**config.mk**
```make
export PLATFORM = sky130hd
export DESIGN_NAME = pot_deadband_scale_digits_top
export DESIGN_NICKNAME = d
export VERILOG_FILES = /design/src/rtl/pdsd_pkg.sv /design/src/rtl/pdsd_lane.sv /design/src/rtl/pdsd_merge.sv /design/src/rtl/pot_deadband_scale_digits_top.sv
export SDC_FILE = /design/constraint.sdc
export NUM_CORES = 1
export LEC_CHECK = 0
export BUFFER_PORTS_ARGS = -buffer_cell sky130_fd_sc_hd__buf_2
export CORE_MARGIN = 2
export CORE_UTILIZATION = 25
export DETAILED_ROUTE_END_ITERATION = 10
export HOLD_SLACK_MARGIN = 0.15
export PLACE_DENSITY = 0.48
export SLEW_MARGIN = 25
export SYNTH_ARGS = -nofsm -noshare
export SYNTH_HDL_FRONTEND = slang
export SYNTH_SLANG_ARGS = --single-unit
export TNS_END_PERCENT = 100
```
**constraint.sdc**
```tcl
create_clock -name clk_i -period 8.4 [get_ports clk_i]
set_clock_uncertainty 0.1 [all_clocks]
set_input_delay 0.84 -clock clk_i [delete_from_list [all_inputs] [get_ports clk_i]]
set_output_delay 0.84 -clock clk_i [all_outputs]
set_load 0.05 [all_outputs]
```
**src/rtl/pdsd_pkg.sv**
```systemverilog
// ----------------------------------------------------------------------------
// pdsd_pkg
// Shared widths, constants and types of the two-channel deadband scaler.
// ----------------------------------------------------------------------------
package pdsd_pkg;

  localparam int SampleBits    = 10;
  localparam int ValueBits     = 7;
  localparam int DigitBits     = 4;
  localparam int ProdBits      = SampleBits + ValueBits;
  localparam int StepBits      = $clog2(ValueBits);
  localparam int CfgIdxBits    = 3;
  localparam int CfgDataBits   = 10;
  localparam int TdataInBits   = ((2 * SampleBits + 7) / 8) * 8;
  localparam int OutFieldBits  = 2 * ValueBits + 4 * DigitBits + 3;
  localparam int TdataOutBits  = ((OutFieldBits + 7) / 8) * 8;

  localparam logic [ValueBits-1:0]  ScaleTop      = ValueBits'(99);
  localparam logic [SampleBits-1:0] TriggerMargin = SampleBits'(8);
  localparam logic [SampleBits-1:0] FullScaleRst  = SampleBits'(868);
  localparam logic [ValueBits-1:0]  TargetARst    = ValueBits'(55);
  localparam logic [ValueBits-1:0]  TargetBRst    = ValueBits'(96);
  localparam logic [SampleBits-1:0] NoiseBandRst  = SampleBits'(3);

  typedef enum logic [CfgIdxBits-1:0] {
    CFG_FULL_SCALE_A = 3'd0,
    CFG_FULL_SCALE_B = 3'd1,
    CFG_TARGET_A     = 3'd2,
    CFG_TARGET_B     = 3'd3,
    CFG_NOISE_BAND   = 3'd4
  } cfg_idx_e;

  typedef struct packed {
    logic                 idle;
    logic                 done;
    logic [ValueBits-1:0] value;
  } lane_status_t;

endpackage

```
**src/rtl/pdsd_lane.sv**
```systemverilog
// ----------------------------------------------------------------------------
// pdsd_lane
// One channel: deadband filter on the raw sample, clamp to full scale, then a
// restoring divide of stable*99 by full scale, one quotient bit per cycle.
// ----------------------------------------------------------------------------
module pdsd_lane (
  input  logic                              clk_i,
  input  logic                              rst_ni,
  input  logic                              start_i,
  input  logic                              ack_i,
  input  logic [pdsd_pkg::SampleBits-1:0]   sample_i,
  input  logic [pdsd_pkg::SampleBits-1:0]   full_scale_i,
  input  logic [pdsd_pkg::SampleBits-1:0]   noise_band_i,
  output pdsd_pkg::lane_status_t            status_o
);

  typedef enum logic [1:0] {
    L_IDLE,
    L_DIV,
    L_DONE
  } lane_state_e;

  localparam logic [pdsd_pkg::StepBits-1:0] StepTop =
    pdsd_pkg::StepBits'(pdsd_pkg::ValueBits - 1);

  lane_state_e                          state_q;
  logic [pdsd_pkg::SampleBits-1:0]      stable_q;
  logic [pdsd_pkg::SampleBits-1:0]      div_q;
  logic [pdsd_pkg::ProdBits-1:0]        rem_q;
  logic [pdsd_pkg::ValueBits-1:0]       quo_q;
  logic [pdsd_pkg::StepBits-1:0]        step_q;
  logic                                 zero_q;

  logic [pdsd_pkg::SampleBits-1:0]      diff;
  logic [pdsd_pkg::SampleBits-1:0]      limit;
  logic                                 take;
  logic [pdsd_pkg::SampleBits-1:0]      cand;
  logic [pdsd_pkg::SampleBits-1:0]      stable_d;
  logic [pdsd_pkg::ProdBits-1:0]        product;
  logic [pdsd_pkg::ProdBits-1:0]        trial;

  always_comb begin
    diff  = (sample_i >= stable_q) ? (sample_i - stable_q) : (stable_q - sample_i);
    limit = (full_scale_i > pdsd_pkg::TriggerMargin) ?
            (full_scale_i - pdsd_pkg::TriggerMargin) : '0;
    take  = (diff > noise_band_i) || (sample_i == '0) || (sample_i > limit);
    cand  = take ? sample_i : stable_q;
    stable_d = (cand > full_scale_i) ? full_scale_i : cand;
    product  = pdsd_pkg::ProdBits'(stable_d) * pdsd_pkg::ProdBits'(pdsd_pkg::ScaleTop);
    trial    = pdsd_pkg::ProdBits'(div_q) << step_q;
  end

  always_ff @(posedge clk_i or negedge rst_ni) begin
    if (!rst_ni) begin
      state_q  <= L_IDLE;
      stable_q <= '0;
      div_q    <= '0;
      rem_q    <= '0;
      quo_q    <= '0;
      step_q   <= '0;
      zero_q   <= 1'b0;
    end else begin
      unique case (state_q)
        L_IDLE: begin
          if (start_i) begin
            stable_q <= stable_d;
            rem_q    <= product;
            div_q    <= full_scale_i;
            zero_q   <= (full_scale_i == '0);
            quo_q    <= '0;
            step_q   <= StepTop;
            state_q  <= L_DIV;
          end
        end
        L_DIV: begin
          if (rem_q >= trial) begin
            rem_q <= rem_q - trial;
            quo_q <= quo_q | (pdsd_pkg::ValueBits'(1) << step_q);
          end
          if (step_q == '0) begin
            state_q <= L_DONE;
          end else begin
            step_q <= step_q - 1'b1;
          end
        end
        L_DONE: begin
          if (ack_i) begin
            state_q <= L_IDLE;
          end
        end
        default: state_q <= L_IDLE;
      endcase
    end
  end

  assign status_o.idle  = (state_q == L_IDLE);
  assign status_o.done  = (state_q == L_DONE);
  assign status_o.value = zero_q ? '0 : quo_q;

endmodule

```
**src/rtl/pdsd_merge.sv**
```systemverilog
// ----------------------------------------------------------------------------
// pdsd_merge
// Combine both lane results: digit split, target matches, and the output
// register of the result stream.
// ----------------------------------------------------------------------------
module pdsd_merge (
  input  logic                                clk_i,
  input  logic                                rst_ni,
  input  logic                                load_i,
  input  logic [pdsd_pkg::ValueBits-1:0]      value_a_i,
  input  logic [pdsd_pkg::ValueBits-1:0]      value_b_i,
  input  logic [pdsd_pkg::ValueBits-1:0]      target_a_i,
  input  logic [pdsd_pkg::ValueBits-1:0]      target_b_i,
  output logic                                free_o,
  output logic                                m_axis_tvalid,
  input  logic                                m_axis_tready,
  output logic [pdsd_pkg::TdataOutBits-1:0]   m_axis_tdata
);

  localparam int MulBits = pdsd_pkg::ValueBits + 8;

  logic [MulBits-1:0]                   tens_prod_a;
  logic [MulBits-1:0]                   tens_prod_b;
  logic [pdsd_pkg::DigitBits-1:0]       tens_a;
  logic [pdsd_pkg::DigitBits-1:0]       tens_b;
  logic [pdsd_pkg::ValueBits-1:0]       ones_full_a;
  logic [pdsd_pkg::ValueBits-1:0]       ones_full_b;
  logic                                 match_a;
  logic                                 match_b;
  logic [pdsd_pkg::TdataOutBits-1:0]    tdata_d;
  logic [pdsd_pkg::TdataOutBits-1:0]    tdata_q;
  logic                                 valid_q;

  // divide by ten as multiply by 205 and shift by 11
  always_comb begin
    tens_prod_a = MulBits'(value_a_i) * MulBits'(205);
    tens_prod_b = MulBits'(value_b_i) * MulBits'(205);
    tens_a      = tens_prod_a[14:11];
    tens_b      = tens_prod_b[14:11];
    ones_full_a = value_a_i - pdsd_pkg::ValueBits'(tens_a) * pdsd_pkg::ValueBits'(10);
    ones_full_b = value_b_i - pdsd_pkg::ValueBits'(tens_b) * pdsd_pkg::ValueBits'(10);
    match_a     = (value_a_i == target_a_i);
    match_b     = (value_b_i == target_b_i);
    tdata_d = pdsd_pkg::TdataOutBits'({match_a & match_b, match_b, match_a,
                                       ones_full_b[pdsd_pkg::DigitBits-1:0], tens_b,
                                       ones_full_a[pdsd_pkg::DigitBits-1:0], tens_a,
                                       value_b_i, value_a_i});
  end

  assign free_o = !valid_q || m_axis_tready;

  always_ff @(posedge clk_i or negedge rst_ni) begin
    if (!rst_ni) begin
      valid_q <= 1'b0;
      tdata_q <= '0;
    end else begin
      if (load_i) begin
        valid_q <= 1'b1;
        tdata_q <= tdata_d;
      end else if (m_axis_tready) begin
        valid_q <= 1'b0;
      end
    end
  end

  assign m_axis_tvalid = valid_q;
  assign m_axis_tdata  = tdata_q;

endmodule

```
**src/rtl/pot_deadband_scale_digits_top.sv**
```systemverilog
// ----------------------------------------------------------------------------
// pot_deadband_scale_digits_top
// Two potentiometer channels: deadband filter, scale to 0..99, digit split
// and target match.
// A request is taken while the lanes are idle, run through the 7-step restoring
// divider in each lane and then loaded into the output register; no new request
// is taken until that load, but one is taken while a result waits at the output.
// Reset: stable values clear to zero, registers return to their defaults.
// ----------------------------------------------------------------------------
module pot_deadband_scale_digits_top (
  input  logic                                clk_i,
  input  logic                                rst_ni,
  input  logic                                s_axis_tvalid,
  output logic                                s_axis_tready,
  input  logic [pdsd_pkg::TdataInBits-1:0]    s_axis_tdata,   // sample_a, sample_b
  output logic                                m_axis_tvalid,
  input  logic                                m_axis_tready,
  // value_a, value_b, tens_a, ones_a, tens_b, ones_b, match_a, match_b, both_match
  output logic [pdsd_pkg::TdataOutBits-1:0]   m_axis_tdata,
  input  logic                                cfg_valid_i,
  output logic                                cfg_ready_o,
  input  logic [pdsd_pkg::CfgIdxBits-1:0]     cfg_index_i,
  input  logic [pdsd_pkg::CfgDataBits-1:0]    cfg_data_i
);

  logic [pdsd_pkg::SampleBits-1:0]  full_scale_a_q;
  logic [pdsd_pkg::SampleBits-1:0]  full_scale_b_q;
  logic [pdsd_pkg::ValueBits-1:0]   target_a_q;
  logic [pdsd_pkg::ValueBits-1:0]   target_b_q;
  logic [pdsd_pkg::SampleBits-1:0]  noise_band_q;

  pdsd_pkg::lane_status_t           status_a;
  pdsd_pkg::lane_status_t           status_b;
  logic                             start;
  logic                             load;
  logic                             free;

  assign cfg_ready_o = 1'b1;

  always_ff @(posedge clk_i or negedge rst_ni) begin
    if (!rst_ni) begin
      full_scale_a_q <= pdsd_pkg::FullScaleRst;
      full_scale_b_q <= pdsd_pkg::FullScaleRst;
      target_a_q     <= pdsd_pkg::TargetARst;
      target_b_q     <= pdsd_pkg::TargetBRst;
      noise_band_q   <= pdsd_pkg::NoiseBandRst;
    end else if (cfg_valid_i) begin
      unique case (cfg_index_i)
        pdsd_pkg::CFG_FULL_SCALE_A: full_scale_a_q <= cfg_data_i[pdsd_pkg::SampleBits-1:0];
        pdsd_pkg::CFG_FULL_SCALE_B: full_scale_b_q <= cfg_data_i[pdsd_pkg::SampleBits-1:0];
        pdsd_pkg::CFG_TARGET_A:     target_a_q     <= cfg_data_i[pdsd_pkg::ValueBits-1:0];
        pdsd_pkg::CFG_TARGET_B:     target_b_q     <= cfg_data_i[pdsd_pkg::ValueBits-1:0];
        pdsd_pkg::CFG_NOISE_BAND:   noise_band_q   <= cfg_data_i[pdsd_pkg::SampleBits-1:0];
        default: ;
      endcase
    end
  end

  assign s_axis_tready = status_a.idle;
  assign start         = s_axis_tvalid && s_axis_tready;
  assign load          = status_a.done && free;

  pdsd_lane u_lane_a (
    .clk_i        (clk_i),
    .rst_ni       (rst_ni),
    .start_i      (start),
    .ack_i        (load),
    .sample_i     (s_axis_tdata[pdsd_pkg::SampleBits-1:0]),
    .full_scale_i (full_scale_a_q),
    .noise_band_i (noise_band_q),
    .status_o     (status_a)
  );

  pdsd_lane u_lane_b (
    .clk_i        (clk_i),
    .rst_ni       (rst_ni),
    .start_i      (start),
    .ack_i        (load),
    .sample_i     (s_axis_tdata[2*pdsd_pkg::SampleBits-1:pdsd_pkg::SampleBits]),
    .full_scale_i (full_scale_b_q),
    .noise_band_i (noise_band_q),
    .status_o     (status_b)
  );

  pdsd_merge u_merge (
    .clk_i         (clk_i),
    .rst_ni        (rst_ni),
    .load_i        (load && status_b.done),
    .value_a_i     (status_a.value),
    .value_b_i     (status_b.value),
    .target_a_i    (target_a_q),
    .target_b_i    (target_b_q),
    .free_o        (free),
    .m_axis_tvalid (m_axis_tvalid),
    .m_axis_tready (m_axis_tready),
    .m_axis_tdata  (m_axis_tdata)
  );

endmodule

```
Word-level counts from Yosys, hierarchy flattened
Cells that the tools add are included.
- register bits: 178
- output and inout bits: 43
- word-level logic and storage cells: 146
- input bits: 42
- equal/unequal tests: 20
- shift operators: 4
- mux-type cells: 34
- reduce and logical (&&, ||, !) cells: 34
- magnitude comparators: 12
- $add $sub $neg: 12
- multiply operators: 6
- bitwise logic cells: 3
- operators by type and width (operator ; number):
    10-bit two-way mux ; 8
    17-bit two-way mux ; 4
    17-bit case mux with 2 select lines ; 2
    10-bit > comparator ; 6
    10-bit logical NOT ; 4
    10-bit subtractor ; 4
    7-bit two-way mux ; 5
    17-bit >= comparator ; 2
    10-bit by 7-bit multiplier with 17-bit output (second input constant) ; 2
    10-bit by 3-bit left shift with 17-bit output ; 2
    17-bit subtractor ; 2
    7-bit by 8-bit multiplier with 15-bit output (second input constant) ; 2
    7-bit case mux with 2 select lines ; 2
    10-bit >= comparator ; 2
    10-bit by 4-bit > comparator with 1-bit output (second input constant) ; 2
    10-bit by 4-bit subtractor with 10-bit output (second input constant) ; 2
    3-bit AND reduction ; 6
    2-bit by 1-bit != test with 1-bit output (second input constant) ; 8
    7-bit == test ; 2
    7-bit bitwise OR ; 2
    2-bit AND reduction ; 7
    1-bit by 3-bit left shift with 7-bit output (first input constant) ; 2
    2-bit case mux with 3 select lines ; 2
    3-bit case mux with 2 select lines ; 2
    19 further kinds ; 43

Longest topological paths before layout
- depth after elaboration: 11
- depth in mapped cells: 47
- gate-level depth less buffers: 43

Modules after synthesis
From an unflattened synthesis, not the netlist that was laid out.
- cells, all modules: 2026
- area total of the unflattened synthesis: 18131.1 µm²
- by module, submodules not included (module ; cells each ; area an instance (µm²) ; times used):
    pdsd_lane at u_lane_a ; 822 ; 6708.9 ; 1
    pdsd_lane at u_lane_b ; 798 ; 6416.2 ; 1
    pdsd_merge ; 304 ; 3280.6 ; 1
    pot_deadband_scale_digits_top ; 102 ; 1725.4 ; 1

Least setup slack after synthesis
Ideal clock, no wire load.
- path kind: input to register
- start point: in s_axis_tdata[10] (netlist name)
- end point: reg u_lane_b.rem_q[15] (netlist name)
- data arrival time: 9.498 ns
- cell stages on the path: 46
- buffers on the path: 4
- slack: -1.338 ns
- data required time: 8.160 ns
- cells stage by stage: inv_1 ha_1 inv_1 fa_1 a21o_1 o21bai_1 a311oi_1 or2_1 buf_2 buf_2 a211oi_1 a31oi_1 o21ai_0 xnor2_1 ha_1 a21o_1 a21o_1 a221oi_1 [10 not listed] buf_1 mux2_4 ha_1 inv_1 fa_1 inv_1 ha_1 inv_1 fa_1 inv_1 ha_1 and4_1 a21o_1 nor4_1 nor3_1 a31oi_1 mux2i_1 o31ai_1
- cells in the longest elaborated chain, start to end: 11
- elaborated cells between the ends (all ways): 15
- those cells by class: add/sub (2); mul (1); order compare (4); mux (5); reduce/logical (3)
- ends and longest elaborated chain (what ; RTL line ; RTL):
    start: declaration ; pot_deadband_scale_digits_top.sv:15 ; input logic [pdsd_pkg::TdataInBits-1:0] s_axis_tdata,
    10-bit subtractor or 10-bit >= comparator (tied branches) ; pdsd_lane.sv:43 ; diff = (sample_i >= stable_q) ? (sample_i - stable_q) : (stable_q - sample_i);
    10-bit two-way mux ; pdsd_lane.sv:43 ;
    10-bit > comparator ; pdsd_lane.sv:46 ; take = (diff > noise_band_i) || (sample_i == '0) || (sample_i > limit);
    1-bit logical OR (2 in series) ; pdsd_lane.sv:46 ;
    10-bit two-way mux * ; pdsd_lane.sv:47 ; cand = take ? sample_i : stable_q;
    10-bit > comparator ; pdsd_lane.sv:48 ; stable_d = (cand > full_scale_i) ? full_scale_i : cand;
    10-bit two-way mux * ; pdsd_lane.sv:48 ;
    net u_lane_b.stable_d (one bit) ; pdsd_lane.sv:38 ; logic [pdsd_pkg::SampleBits-1:0] stable_d;
    10-bit by 7-bit multiplier with 17-bit output * ; pdsd_lane.sv:49 ; product = pdsd_pkg::ProdBits'(stable_d) * pdsd_pkg::ProdBits'(pdsd_pkg::ScaleTop);
    17-bit two-way mux * ; pdsd_lane.sv:65 ; if (start_i) begin
    17-bit case mux with 2 select lines * ; pdsd_lane.sv:63 ; unique case (state_q)
    end signal: assignment ; pdsd_lane.sv:67 ; rem_q <= product;
    end signal: assignment ; pdsd_lane.sv:77 ; rem_q <= rem_q - trial;
    end: declaration ; pdsd_lane.sv:29 ; logic [pdsd_pkg::ProdBits-1:0] rem_q;
Mark *: on every way through the listed nets, which the timed path passes. The rest lies on a longest branch. The select of a mux whose other input is x is not followed.
A chain may end at the register's enable or synchronous reset.

Final worst setup path
- start point: in s_axis_tdata[10] (netlist name)
- end point: reg u_lane_b.rem_q[16] (netlist name)
Same word-level chain as after synthesis.

==> impl_metrics.yaml <==
timing:
  maxSlewViolCount: 0
  fin_ws_ps: -966.2
  final.period_utilization: 1.115
  finalHoldViolations: 0
  max_clock_freq_mhz: 106.8
  post-route-min-period_ps: 9366
  tightestPinTransition_ps: 1039
  whs_ps: 159.0
  finalSetupViolations: 20
  max_slew_margin: 0.3076
  rsz0062_at_grt: "true"
synth:
  syn_area_per_cell_um2: 8.880
  synthFlopType: "dfrtp_1"
  synth_edf_count: 0
  synth_top_family_by_area: "adder cells"
  synth.area.mux_share: 0.07796
  ys_async_sr_fraction: 1.000
  synth_compound_gate_area_share: 0.1663
  syn_area_um2: 17910
  synth_top_area_frac: 0.2194
  synth_commonest_cells: "ha_1, inv_1, nand2_1"
  yosys.cell_count.top_type: "ha_1"
  yosysSeqAreaShare: 0.2472
  yosys_register_bits: 176
  syn_inst: 2017
  synthTopCellsByArea: "dfrtp_1, ha_1, fa_1"
  yosys.area_share.xor_xnor: 0.04694
  ys_types: 82
  synth-adder-area-share: 0.2592
  yosysWarnings: 0
  yosys.area.top_type: "dfrtp_1"
  synthSimpleGateAreaFrac: 0.1403
finish:
  area_delta_synth_final_pct: 30.88
  seq_area_um2: 4428
  drive_gt1_frac: 0.2904
  fin_nets: 2742
  nFillCells: 7365
  multiInputGateArea_um2: 13590
worst_setup_path:
  r2r_cells: 44
  critical_path_required_ps: 8670
  worstSetupPathType: "primary input to flip-flop"
  critPathLaunchType: "primary input"
  cpMaxStageDelayCell: "fa_1"
  cp_slowest_stage_delay_ps: 510
  crit_fanout: 5
  crit_start: "s_axis_tdata[10]"
  setup.worst_path.end_class: "flip-flop"
  crit_top_cell: "ha_4"
  r2r_start: "u_lane_b.stable_q[0]$_DFFE_PN0P_"
  timing.rr.end: "u_lane_b.rem_q[16]$_DFFE_PN0P_"
  crit_arrival_ps: 9640
  rrSetupSlack_ps: -890
detailed_routing:
  num_vias: 15642
  vias_per_cell: 4.714
  wl_um: 54860
  drt_iter0_drc: 805
  wire_per_inst_um: 16.53
  drc_errors: 0
  drt_pass1_iterations: 5
  ant_nets: 0
floorplanning:
  io-pin-count: 85
  coreArea_um2: 71240
  die_x_um: 271.7
  rows: 98
  dieArea_um2: 73800
  start_util: 0.2514
  die_y_um: 271.7
global_route:
  antenna_found_initial: 8
  grt_pass1_wl_um: 88490
  gr-total-overflow: 0
  grt_util_all_layers: 0.1505
  grt_max_degree: 102
  first_global_vias: 16159
hold_path:
  hold_path_class: "primary input to asynchronous set/reset pin"
clock_tree:
  clk_pin_slew_worst_paths_ps: 80
  cts.path.max_buffers: 2
  htreeDepth: 4
  numCtsBuffers: 17
  cts-root-buf: "clkbuf_16"
  clock_sinks: 176
  clk_latency_ps: 480
  cts_tree: "yes"
  cts_hold_buf: 0
placed_design:
  gp_congestion: 0.8747
  dp_hpwl_um: 44220
  io_buffers: 72
status:
  outcome: "complete, but fails checks"
  violations: "negative setup slack"
run:
  maxCapViolCount: 0
how the worst max path moves through the flow:
stage	slack, ps	depth (start not counted)	to
2_1_floorplan	-510	47	u_lane_b.rem_q[15]$_DFFE_PN0P_
3_3_place_gp	-1740	44	u_lane_b.rem_q[16]$_DFFE_PN0P_
3_5_place_dp	-1740	45	u_lane_b.rem_q[16]$_DFFE_PN0P_
4_1_cts	-810	46	u_lane_b.rem_q[15]$_DFFE_PN0P_
5_1_grt	-1340	46	u_lane_b.rem_q[16]$_DFFE_PN0P_
6_report	-970	46	u_lane_b.rem_q[16]$_DFFE_PN0P_
placed cells by master, fill, tap and decap left out, types with 17 or more instances in the layout:
cell       count
nor3_1        27
nor2_1       118
o21ai_0      112
mux2i_1       42
nand3_1       34
buf_2         69
dfrtp_1      157
nand4_1       23
nand2_1      170
a31oi_1       33
nand2b_1      28
dfstp_2       19
inv_1        181
ha_4          35
xor2_1        32
nor2b_1       30
fa_1          37
mux2_2        60
ha_1         271
inv_2         17
clkbuf_16     17
o21a_1        22
buf_4        294
xnor2_1       55
a21o_1        42
a21oi_1       81
flip-flops by register name (all words and copies together) (netlist names), 10 cells and up:
name / count
u_merge.m_axis_tdata: 31
u_lane_a.rem_q: 17
u_lane_b.rem_q: 17
full_scale_a_q: 10
full_scale_b_q: 10
noise_band_q: 10
u_lane_a.div_q: 10
u_lane_a.stable_q: 10
u_lane_b.div_q: 10
u_lane_b.stable_q: 10
through the flow:
step / worst slack [ps] / utilization / std cells / setup TNS [ps] / instance area, um2
after CTS: -805.8 / 0.3230 / 3311 / -7963 / 23010
after global placement: -1739 / 0.3056 / 3254 / -24010 / 21770
after detailed placement: -1742 / 0.3056 / 3254 / -25780 / 21770
after global routing: -1338 / 0.3290 / 3316 / -18120 / 23440
after floorplan: -514.3 / - / 2023 / -3678 / 18480
final: -966.2 / 0.3291 / 3318 / -10590 / 23440
cell families after synthesis:
group           count (synthesis)
other cells                     2
xor+xnor                       96
compound gates                463
simple gates                  528
fa+ha+maj                     347
buf+inv                       278
flops                         176
mux                           127
routing by layer:
layer | vias to the layer above | GRT usage | wire length [um]
met1 | 7562 | 0.1959 | 25260
met3 | 59 | 0.02795 | 2053
met5 | - | 0 | 49
met2 | 206 | 0.2573 | 26590
li1 | 7807 | - | -
met4 | 8 | 0.03470 | 901
critical path: cells and delay by family:
| family | cells | cell delay, ps |
|---|---|---|
| AOI/OAI and AO/OA | 15 | 2600 |
| muxes | 4 | 1230 |
| adders and majority gates | 9 | 2750 |
| buffers and inverters | 10 | 910 |
| xor gates and xnor gates | 1 | 140 |
| and+or+nand+nor | 7 | 1160 |
timing repair:
action                                  CTS  global route
resized for setup                        96            67
gates cloned                              3             0
setup buffers                            22             5
pin swaps                                70            51
endpoints found under the setup margin   20            22
area by class of cell:
| class | count | share of cell area |
|---|---|---|
| Multi-Input combinational cell | 1569 | 0.5795 |
| Sequential cell | 176 | 0.1889 |
| Antenna cell | 2 | 0.0002135 |
| Inverter | 206 | 0.03496 |
| Clock inverter | 13 | 0.005551 |
| Timing Repair Buffer | 383 | 0.1213 |
| Tap cell | 950 | 0.05070 |
| Clock buffer | 19 | 0.01889 |
Power is left out: the tool's default activity adds up to more than one toggle a clock period on the data nets, which glitch-free logic cannot reach.
